===== src/bhmt_pkg.sv =====
// ----------------------------------------------------------------------------
// bhmt_pkg: shared types and constants for the button hold mode toggle
// Item structs, state struct, flag bit positions, group and light codes.
// ----------------------------------------------------------------------------
package bhmt_pkg;

    localparam int CntW    = 16;
    localparam int FlagW   = 5;
    localparam int CfgIdxW = 2;
    localparam int CfgDatW = 16;

    localparam logic [CntW-1:0] HoldThresholdReset = 16'd3000;
    localparam logic [FlagW-1:0] StartFlagsReset   = 5'd0;

    // mode flag bit positions
    localparam int FlagKb  = 0;
    localparam int FlagJoy = 1;
    localparam int FlagDig = 2;
    localparam int FlagFrc = 3;
    localparam int FlagLed = 4;

    // configuration register indexes
    localparam logic [CfgIdxW-1:0] RegHoldThreshold = 2'd0;
    localparam logic [CfgIdxW-1:0] RegStartFlags    = 2'd1;

    // feedback group codes
    localparam logic [1:0] GrpInput = 2'd0;
    localparam logic [1:0] GrpTt    = 2'd1;
    localparam logic [1:0] GrpLed   = 2'd2;

    // feedback indicator codes
    localparam logic [1:0] LightBtn2 = 2'd0;
    localparam logic [1:0] LightBtn4 = 2'd1;
    localparam logic [1:0] LightBtn6 = 2'd2;

    typedef struct packed {
        logic btn_start;
        logic btn_select;
        logic btn_one;
        logic btn_three;
        logic btn_five;
    } t_in_item;

    typedef struct packed {
        logic       keyboard_enable;
        logic       joy_force_disable;
        logic       digital_tt_enable;
        logic       analog_tt_force;
        logic       leds_off;
        logic       tt_reversed;
        logic       feedback_valid;
        logic [1:0] feedback_group;
        logic [1:0] feedback_light;
    } t_out_item;

    typedef struct packed {
        logic [CntW-1:0]  input_cnt;
        logic [CntW-1:0]  tt_cnt;
        logic [CntW-1:0]  led_cnt;
        logic [FlagW-1:0] mode_flags;
        logic             reverse_flag;
    } t_state;

endpackage


===== src/bhmt_step.sv =====
// ----------------------------------------------------------------------------
// bhmt_step: per-sample update
// Count holds, detect threshold matches, apply group toggles, form the result.
// ----------------------------------------------------------------------------
module bhmt_step import bhmt_pkg::*; (
    input  t_in_item        i_item,
    input  t_state          i_state,
    input  logic [CntW-1:0] i_threshold,
    output t_state          o_state,
    output t_out_item       o_item
);

    t_state     s;
    logic       fb_valid;
    logic [1:0] fb_group;
    logic [1:0] fb_light;
    logic       combo;

    always_comb begin
        s        = i_state;
        fb_valid = 1'b0;
        fb_group = GrpInput;
        fb_light = LightBtn2;
        combo    = i_item.btn_start & i_item.btn_select;

        // count: only the first held combo button advances
        if (combo) begin
            if (i_item.btn_one) begin
                s.input_cnt = s.input_cnt + 1'b1;
            end else if (i_item.btn_three) begin
                s.tt_cnt = s.tt_cnt + 1'b1;
            end else if (i_item.btn_five) begin
                s.led_cnt = s.led_cnt + 1'b1;
            end
        end else begin
            s.input_cnt = '0;
            s.tt_cnt    = '0;
            s.led_cnt   = '0;
        end

        if (i_threshold != '0) begin
            // input group: controller <-> keyboard
            if (s.input_cnt == i_threshold) begin
                if (!s.mode_flags[FlagKb] && !s.mode_flags[FlagJoy]) begin
                    s.mode_flags[FlagKb]  = 1'b1;
                    s.mode_flags[FlagJoy] = 1'b1;
                    fb_light = LightBtn4;
                end else begin
                    s.mode_flags[FlagKb]  = 1'b0;
                    s.mode_flags[FlagJoy] = 1'b0;
                    fb_light = LightBtn2;
                end
                fb_group    = GrpInput;
                fb_valid    = 1'b1;
                s.input_cnt = '0;
            end
            // turntable group: analog -> digital -> analog reversed
            if (s.tt_cnt == i_threshold) begin
                if (!s.mode_flags[FlagDig] && !s.mode_flags[FlagFrc] && !s.reverse_flag) begin
                    s.mode_flags[FlagDig] = 1'b1;
                    fb_light = LightBtn4;
                end else if (s.mode_flags[FlagDig] && !s.mode_flags[FlagFrc]) begin
                    s.mode_flags[FlagDig] = 1'b0;
                    s.reverse_flag        = 1'b1;
                    fb_light = LightBtn6;
                end else begin
                    s.mode_flags[FlagDig] = 1'b0;
                    s.mode_flags[FlagFrc] = 1'b0;
                    s.reverse_flag        = 1'b0;
                    fb_light = LightBtn2;
                end
                fb_group = GrpTt;
                fb_valid = 1'b1;
                s.tt_cnt = '0;
            end
            // LED group: on <-> off
            if (s.led_cnt == i_threshold) begin
                if (s.mode_flags[FlagLed]) begin
                    s.mode_flags[FlagLed] = 1'b0;
                    fb_light = LightBtn2;
                end else begin
                    s.mode_flags[FlagLed] = 1'b1;
                    fb_light = LightBtn4;
                end
                fb_group  = GrpLed;
                fb_valid  = 1'b1;
                s.led_cnt = '0;
            end
        end
    end

    assign o_state = s;

    always_comb begin
        o_item.keyboard_enable   = s.mode_flags[FlagKb];
        o_item.joy_force_disable = s.mode_flags[FlagJoy];
        o_item.digital_tt_enable = s.mode_flags[FlagDig];
        o_item.analog_tt_force   = s.mode_flags[FlagFrc];
        o_item.leds_off          = s.mode_flags[FlagLed];
        o_item.tt_reversed       = s.reverse_flag;
        o_item.feedback_valid    = fb_valid;
        o_item.feedback_group    = fb_group;
        o_item.feedback_light    = fb_light;
    end

endmodule


===== src/button_hold_mode_toggle.sv =====
// ----------------------------------------------------------------------------
// button_hold_mode_toggle: hold-to-toggle mode control for a button panel
// Samples are registered, updated against the hold counters and mode flags,
// and the result (flags plus toggle feedback) is held in an output register.
// ----------------------------------------------------------------------------
// Path: an accepted sample is held in the input register, then its result
//   in the result register; one item per cycle sustained while the result
//   channel is not stalled, set by the single state-update path between them.
// Reset (i_rst_n low, synchronous): both stages empty, counters and reverse
//   flag cleared, hold threshold 3000, mode flags 0.
// ----------------------------------------------------------------------------
module button_hold_mode_toggle import bhmt_pkg::*; (
    input  logic               i_clk,
    input  logic               i_rst_n,
    // sample channel
    input  logic               i_in_valid,
    output logic               o_in_ready,
    input  t_in_item           i_in_item,
    // result channel
    output logic               o_out_valid,
    input  logic               i_out_ready,
    output t_out_item          o_out_item,
    // configuration writes
    input  logic               i_cfg_we,
    input  logic [CfgIdxW-1:0] i_cfg_index,
    input  logic [CfgDatW-1:0] i_cfg_data
);

    // input stage
    logic      r_in_valid;
    t_in_item  r_in;
    // result stage
    logic      r_out_valid;
    t_out_item r_out;
    // block state and threshold
    t_state          r_state;
    logic [CntW-1:0] r_threshold;

    t_state    n_state;
    t_out_item n_out;
    logic      advance;

    // Move the registered sample into the result stage whenever that stage
    // is empty or being drained this cycle; the state commits on the same edge.
    assign advance     = r_in_valid & (~r_out_valid | i_out_ready);
    // Take a new sample whenever the input stage empties this cycle.
    assign o_in_ready  = ~r_in_valid | advance;
    assign o_out_valid = r_out_valid;
    assign o_out_item  = r_out;

    bhmt_step u_step (
        .i_item      (r_in),
        .i_state     (r_state),
        .i_threshold (r_threshold),
        .o_state     (n_state),
        .o_item      (n_out)
    );

    // control state, counters and flags
    always_ff @(posedge i_clk) begin
        if (!i_rst_n) begin
            r_in_valid               <= 1'b0;
            r_out_valid              <= 1'b0;
            r_threshold              <= HoldThresholdReset;
            r_state.input_cnt        <= '0;
            r_state.tt_cnt           <= '0;
            r_state.led_cnt          <= '0;
            r_state.mode_flags       <= StartFlagsReset;
            r_state.reverse_flag     <= 1'b0;
        end else begin
            if (o_in_ready) begin
                r_in_valid <= i_in_valid;
            end
            if (advance) begin
                r_out_valid <= 1'b1;
                r_state     <= n_state;
            end else if (i_out_ready) begin
                r_out_valid <= 1'b0;
            end
            // Writes must come only while idle; the block does not enforce it.
            // A start_flags write sets mode flags, not counters or reverse flag.
            if (i_cfg_we) begin
                case (i_cfg_index)
                    RegHoldThreshold: r_threshold <= i_cfg_data;
                    RegStartFlags:    r_state.mode_flags <= i_cfg_data[FlagW-1:0];
                    default:          ;
                endcase
            end
        end
    end

    // payload: hold a sample until it moves on, load a result on advance
    always_ff @(posedge i_clk) begin
        if (i_in_valid && o_in_ready) begin
            r_in <= i_in_item;
        end
        if (advance) begin
            r_out <= n_out;
        end
    end

endmodule


===== config.mk =====
export PLATFORM = sky130hd
export DESIGN_NAME = button_hold_mode_toggle
export DESIGN_NICKNAME = d
export VERILOG_FILES = /design/src/bhmt_pkg.sv /design/src/bhmt_step.sv /design/src/button_hold_mode_toggle.sv
export SDC_FILE = /design/constraint.sdc
export NUM_CORES = 1
export LEC_CHECK = 0
export BUFFER_PORTS_ARGS = -buffer_cell sky130_fd_sc_hd__buf_2
export CORE_ASPECT_RATIO = 0.9
export CORE_MARGIN = 10
export CORE_UTILIZATION = 41
export CTS_BUF_LIST = sky130_fd_sc_hd__clkbuf_4 sky130_fd_sc_hd__clkbuf_8
export DETAILED_ROUTE_END_ITERATION = 7
export HOLD_SLACK_MARGIN = 0.06
export SLEW_MARGIN = 25
export SYNTH_ARGS = -nofsm -noshare
export SYNTH_HDL_FRONTEND = slang
export SYNTH_SLANG_ARGS = --single-unit

===== constraint.sdc =====
create_clock -name i_clk -period 4.6 [get_ports i_clk]
set_input_delay 0.23 -clock i_clk [delete_from_list [all_inputs] [get_ports i_clk]]
set_output_delay 0.23 -clock i_clk [all_outputs]
set_load 0.1 [all_outputs]

* Word level (Yosys, flattened, before mapping)
Cells that the tools add are included.
Storage, ports and cells: register bits after elaboration 88, latch bits 0, RAM bits 0, memory bits (read-only) 0, input bits 28, output and inout bits 13, word-level logic and storage cells 89, memories kept 0
Cells by class: $add $sub $neg 3, $mul 0, divide/modulo/power cells 0, order comparisons 0, equality and inequality tests 4, shifts and indexed selects 0, mux-type cells 37, bitwise operators 7, reductions and logical operators 15
Operators by type and width (number):
- $mux 16 | 6
- $mux 54 | 1
- $add 16x1->16 const B | 3
- $eq 16x16->1 | 3
- $mux 48 | 1
- $mux 32 | 1
- $mux 2 | 9
- $mux 17 | 1
- $reduce_bool 16->1 | 1
- $mux 1 | 15
- $mux 5 | 2
- $mux 6 | 1
- $logic_and 1x1->1 | 5
- $logic_not 1->1 | 5
- $not 1->1 | 3
- $and 1x1->1 | 2
- $eq 2x1->1 const B | 1
- $logic_not 2->1 | 1
- $or 1x1->1 | 2
- $reduce_and 2->1 | 1
- $reduce_bool 2->1 | 1
- $reduce_or 2->1 | 1

* Longest topological paths before layout
depth after elaboration 11, depth in mapped cells 13, depth with buffers taken out 11

* By module
Synthesis repeated with hierarchy kept, for this count alone.
Unflattened totals: cells, all modules 805, area, all modules 6307.3 sq um
By module, submodules not included:
- button_hold_mode_toggle | instances 1, cells an instance 350, area an instance 3215.6 sq um, seq. area each 1921.8 sq um
- bhmt_step | instances 1, cells an instance 455, area an instance 3091.7 sq um, seq. area each 0.0 sq um

* Worst setup path before layout
Ideal clock, no wire load.
path kind register to register, start point register r_in[1] (netlist bit), end point register r_out (netlist bit o_out_item[6]), data pin, library setup time 258 ps, arrival 3002 ps, data required time 4342 ps, path slack 1340 ps, cell stages (with the launch flop) 13, buffers on the path 4, cell sequence edfxtp_1 -> buf_6 -> nand4bb_1 -> buf_2 -> nor2_4 -> xor2_1 -> mux2_2 -> or4_1 -> nor4bb_1 -> or3b_1 -> buf_2 -> buf_6 -> xnor2_1
RTL lines:
- from (decl) | line button_hold_mode_toggle.sv:31 | t_in_item r_in;
- from (signal assigned) | line button_hold_mode_toggle.sv:95 | r_in <= i_in_item;
- to (signal assigned) | line button_hold_mode_toggle.sv:98 | r_out <= n_out;
- to (decl) | line button_hold_mode_toggle.sv:34 | t_out_item r_out;

* Worst setup path in the final report
start point register r_state[6] (netlist bit), end point register r_state[7] (netlist bit)
Between the ends: word-level cells in the longest chain between the ends 8
Ends and longest elaborated chain:
- from (decl) | line button_hold_mode_toggle.sv:36 | t_state r_state;
- from (signal assigned) | line button_hold_mode_toggle.sv:76 | r_state <= n_state;
- $add 16x1->16 | line bhmt_step.sv:33 | s.led_cnt = s.led_cnt + 1'b1;
- $mux 16 | line bhmt_step.sv:32 | end else if (i_item.btn_five) begin
- $mux 16 | line bhmt_step.sv:30 | end else if (i_item.btn_three) begin
- $mux 32 * | line bhmt_step.sv:28 | if (i_item.btn_one) begin
- $mux 48 * | line bhmt_step.sv:27 | if (combo) begin
- $eq 16x16->1 | line bhmt_step.sv:77 | if (s.led_cnt == i_threshold) begin
- $mux 17 | line bhmt_step.sv:77
- $mux 54 * | line bhmt_step.sv:41 | if (i_threshold != '0) begin
Mark *: on every way between the ends. The rest lies on a longest branch, timed or not. A chain may end at the register's enable or synchronous reset.

==> flow_summary.json <==
{
  "outcome": "finished, final reports clean",
  "syn_nets": 829,
  "period_share_pct": 89.1,
  "hold_path.class": "in -> reg",
  "ir_drop_mv": 0.186,
  "crit_path_end_kind": "register",
  "grt_max_degree": 40,
  "dp_hpwl_um": 14600,
  "min_period_ns": 4.10,
  "clk_path_buf_depth": 2,
  "worst_pin_slew_ns": 1.05,
  "p_comb_share_pct": 11.4,
  "power_frac_seq_pct": 49.0,
  "postCtsSetupBuffers": 0,
  "ff2ff_path_depth": 10,
  "portBuffers": 40,
  "critPathMaxFanout": 17,
  "p_int_w": 0.00124,
  "die_h_um": 138,
  "switching_share_pct": 26.8,
  "initial_core_util_pct": 41.5,
  "gr-total-overflow": 0,
  "grtUsageMet3_pct": 4.47,
  "synth_cell_types": 83,
  "cp_top_family": "simple AND/OR/NAND/NOR gates",
  "power.density_nw_per_um2": 243,
  "fin_ws_ns": 0.503,
  "synth.top_cell.area_share_pct": 22.7,
  "pre_cts_slack_ns": 0.547,
  "fmax_ghz": 0.244,
  "whs_path_depth": 3,
  "clkTransAtPathRegs_ns": 0.09,
  "hp-start": "i_cfg_data[3]",
  "grt_pass1_vias": 5848,
  "startpoint_type": "register",
  "clock_sinks": 88,
  "drv_cap": 0,
  "path_buf_inv": 0,
  "avgSynthCellArea_um2": 7.97,
  "diodes": 0,
  "relSlewSlack_pct": 29.7,
  "setup_viol": 0,
  "r2r-start": "r_state[6]$_SDFFE_PN0P_",
  "die_x_um": 151,
  "ff2ff_setup_slack_ns": 0.50,
  "cts_tree": "built",
  "antenna_left": 0,
  "holdPathEnd": "r_threshold[3]$_SDFFE_PN1P_",
  "cts_buffers": 9,
  "ioPinCount": 41,
  "core-area_um2": 15300,
  "crit_slowest_cell": "or3b_1",
  "nets": 836,
  "ys_ff_latch": 88,
  "drtIter0Drc": 556,
  "synth_top_area_cell": "dfxtp_1",
  "firstDrtPassIters": 5,
  "grt_busiest_layer": "met2",
  "required_ns": 4.86,
  "hold_viol_final": 0,
  "synth_edf_count": 16,
  "grt_pass1_wl_um": 31800,
  "yosysWarnings": 0,
  "use_met1_pct": 25.9,
  "async_reset_ff_share_pct": 0,
  "synthCells": 798,
  "synthesis.area_um2": 6360,
  "drt-wirelength-per-cell_um": 20.1,
  "grt_usage_pct": 18.9,
  "die_area_um2": 20900,
  "wl_um": 20300,
  "slowest_delay_ns": 0.66,
  "fp-row-count": 43,
  "fin_worst_skew_ns": 0.0121,
  "synth_flop_cell": "dfxtp_1",
  "p_total_w": 0.00169,
  "leakagePower_nw": 2.36,
  "ys_seq_area_share_pct": 30.2,
  "route.vias.total": 6258,
  "drcViolationCount": 0,
  "setup_tns_ns": 0,
  "drive_above_1_share_pct": 11.9,
  "use_met2_pct": 28.7,
  "crit_arrival_ns": 4.36,
  "vias_per_cell": 6.18,
  "root_buffer": "clkbuf_8",
  "rr_endpoint": "r_state[7]$_SDFFE_PN0P_",
  "clk-insertion-delay-late_ns": 0.39,
  "rsz0062_at_grt": "false",
  "slew_violations": 0,
  "place_congestion": 0.908,
  "clkPwrFrac_pct": 39.6,
  "criticalPathCategory": "reg -> reg",
  "antenna_found_initial": 0,
  "area_growth_pct": 9.40,
  "synth_area_leaders": "dfxtp_1 23%, edfxtp_1 7.6%, nand2_1 5.6%",
  "p_sw_w": 0.000453,
  "cp_cell_sequence": "ha_1, nand4bb_1, nor4_4, nor3b_1, a311o_1, or4_1, nor4bb_1, or3b_1, nand2_1, o2bb2ai_1",
  "htree_levels": 3
}
==> cells in the final DEF, fill, tap and decap left out, types with 14 or more instances in the layout <==
cell	count
inv_1	21
a22oi_1	14
nor2_1	33
nand2_1	95
dfxtp_1	72
nand4_1	30
a21oi_1	26
nand3_1	36
nor3_1	25
buf_2	40
edfxtp_1	16
o21ai_0	38
and3_1	22
xnor2_1	33
nor4_1	18
==> routing by layer <==
| layer | routed length, um | part of all wire [%] | vias up |
|---|---|---|---|
| met5 | 0 | 0 | - |
| met3 | 1650 | 8.1 | 30 |
| met4 | 362 | 1.8 | 0 |
| met1 | 9210 | 45 | 3000 |
| met2 | 9090 | 45 | 242 |
| li1 | - | - | 2986 |
==> tightest hold or removal path: cells and delay by family <==
family	cells	cell delay (ns)
buffers and inverters	1	0.09
and+or+nand+nor	2	0.12
==> metrics by stage <==
stage | hold WS [ns] | std cells | utilization, % | cell area [um^2]
global route | 0.0902 | 1012 | 45.4 | 6960
floorplan | 0.329 | 798 | - | 6360
global placement | 0.408 | 987 | 43.2 | 6630
CTS | 0.0721 | 1012 | 45.4 | 6960
detailed placement | 0.410 | 987 | 43.2 | 6630
finish | 0.0822 | 1012 | 45.4 | 6960
==> cells by family after synthesis <==
| group | share of synthesized area [%] |
|---|---|
| flops | 30.2 |
| xor+xnor | 7.39 |
| fa+ha+maj | 0.590 |
| mux | 2.46 |
| buf+inv | 5.88 |
| compound gates | 21.0 |
| simple gates | 32.5 |
==> Yosys cell counts (6+ instances only) <==
master,number
a211oi_1,9
o21ai_0,38
o211ai_1,13
nor3_1,25
and2_1,8
nand3_1,36
o31ai_1,13
xor2_1,13
or3_1,10
nor2_1,33
nor4_1,18
xnor2_1,33
nor2b_1,11
nand2b_1,11
a21o_1,7
a22o_1,8
o21a_1,6
buf_2,10
inv_1,21
edfxtp_1,16
nand4_1,30
a22oi_1,14
nand2_1,95
nand3b_1,7
a21oi_1,26
a21boi_0,12
clkbuf_1,40
or4_1,11
buf_1,7
and3_1,22
dfxtp_1,72
mux2i_1,10
nor3b_1,8
==> area by class of cell <==
| cell class | instances | area [um^2] |
|---|---|---|
| fillers | 1524 | 8370 |
| multi-input cells | 622 | 4070 |
| flip-flops and latches | 88 | 1920 |
| repair buffers | 62 | 388 |
| well taps | 202 | 253 |
| clock buffers | 11 | 139 |
| clock inverters | 5 | 105 |
| inverters | 22 | 82.6 |
==> sequential cells by signal, summed over array words and instances (netlist names) <==
name	flops
r_state	54
r_threshold	16
o_out_item	11
r_in	5
o_out_valid	1
r_in_valid	1
==> power groups by stage <==
stage / sequential [W] / clock [W] / combinational [W]
after floorplan: 0.000860 / 0 / 0.000109
after global placement: 0.000844 / 0 / 0.000183
after detailed placement: 0.000845 / 0 / 0.000186
after CTS: 0.000827 / 0.000686 / 0.000192
after global routing: 0.000830 / 0.000713 / 0.000209
final: 0.000828 / 0.000670 / 0.000193
==> how the worst max path moves through the flow <==
stage	startpoint	endpoint	slack [ns]	depth (start not counted)
2_1_floorplan	r_in[1]$_DFFE_PP_	o_out_item[6]$_DFFE_PP_	1.34	12
3_3_place_gp	r_state[26]$_SDFFE_PN0P_	r_state[27]$_SDFFE_PN0P_	0.66	9
3_5_place_dp	r_state[6]$_SDFFE_PN0P_	r_state[10]$_SDFFE_PN0P_	0.55	10
4_1_cts	r_state[6]$_SDFFE_PN0P_	r_state[7]$_SDFFE_PN0P_	0.55	10
5_1_grt	r_state[6]$_SDFFE_PN0P_	r_state[10]$_SDFFE_PN0P_	0.18	10
6_report	r_state[6]$_SDFFE_PN0P_	r_state[7]$_SDFFE_PN0P_	0.50	10
==> what timing repair did <==
item,4_1_cts,5_1_grt
hold buffers,9,0
endpoints found under the hold margin,9,0
gates resized for setup,0,0
endpoints found under the setup margin,0,0
Note: power is estimated with default switching activity, not from simulation.
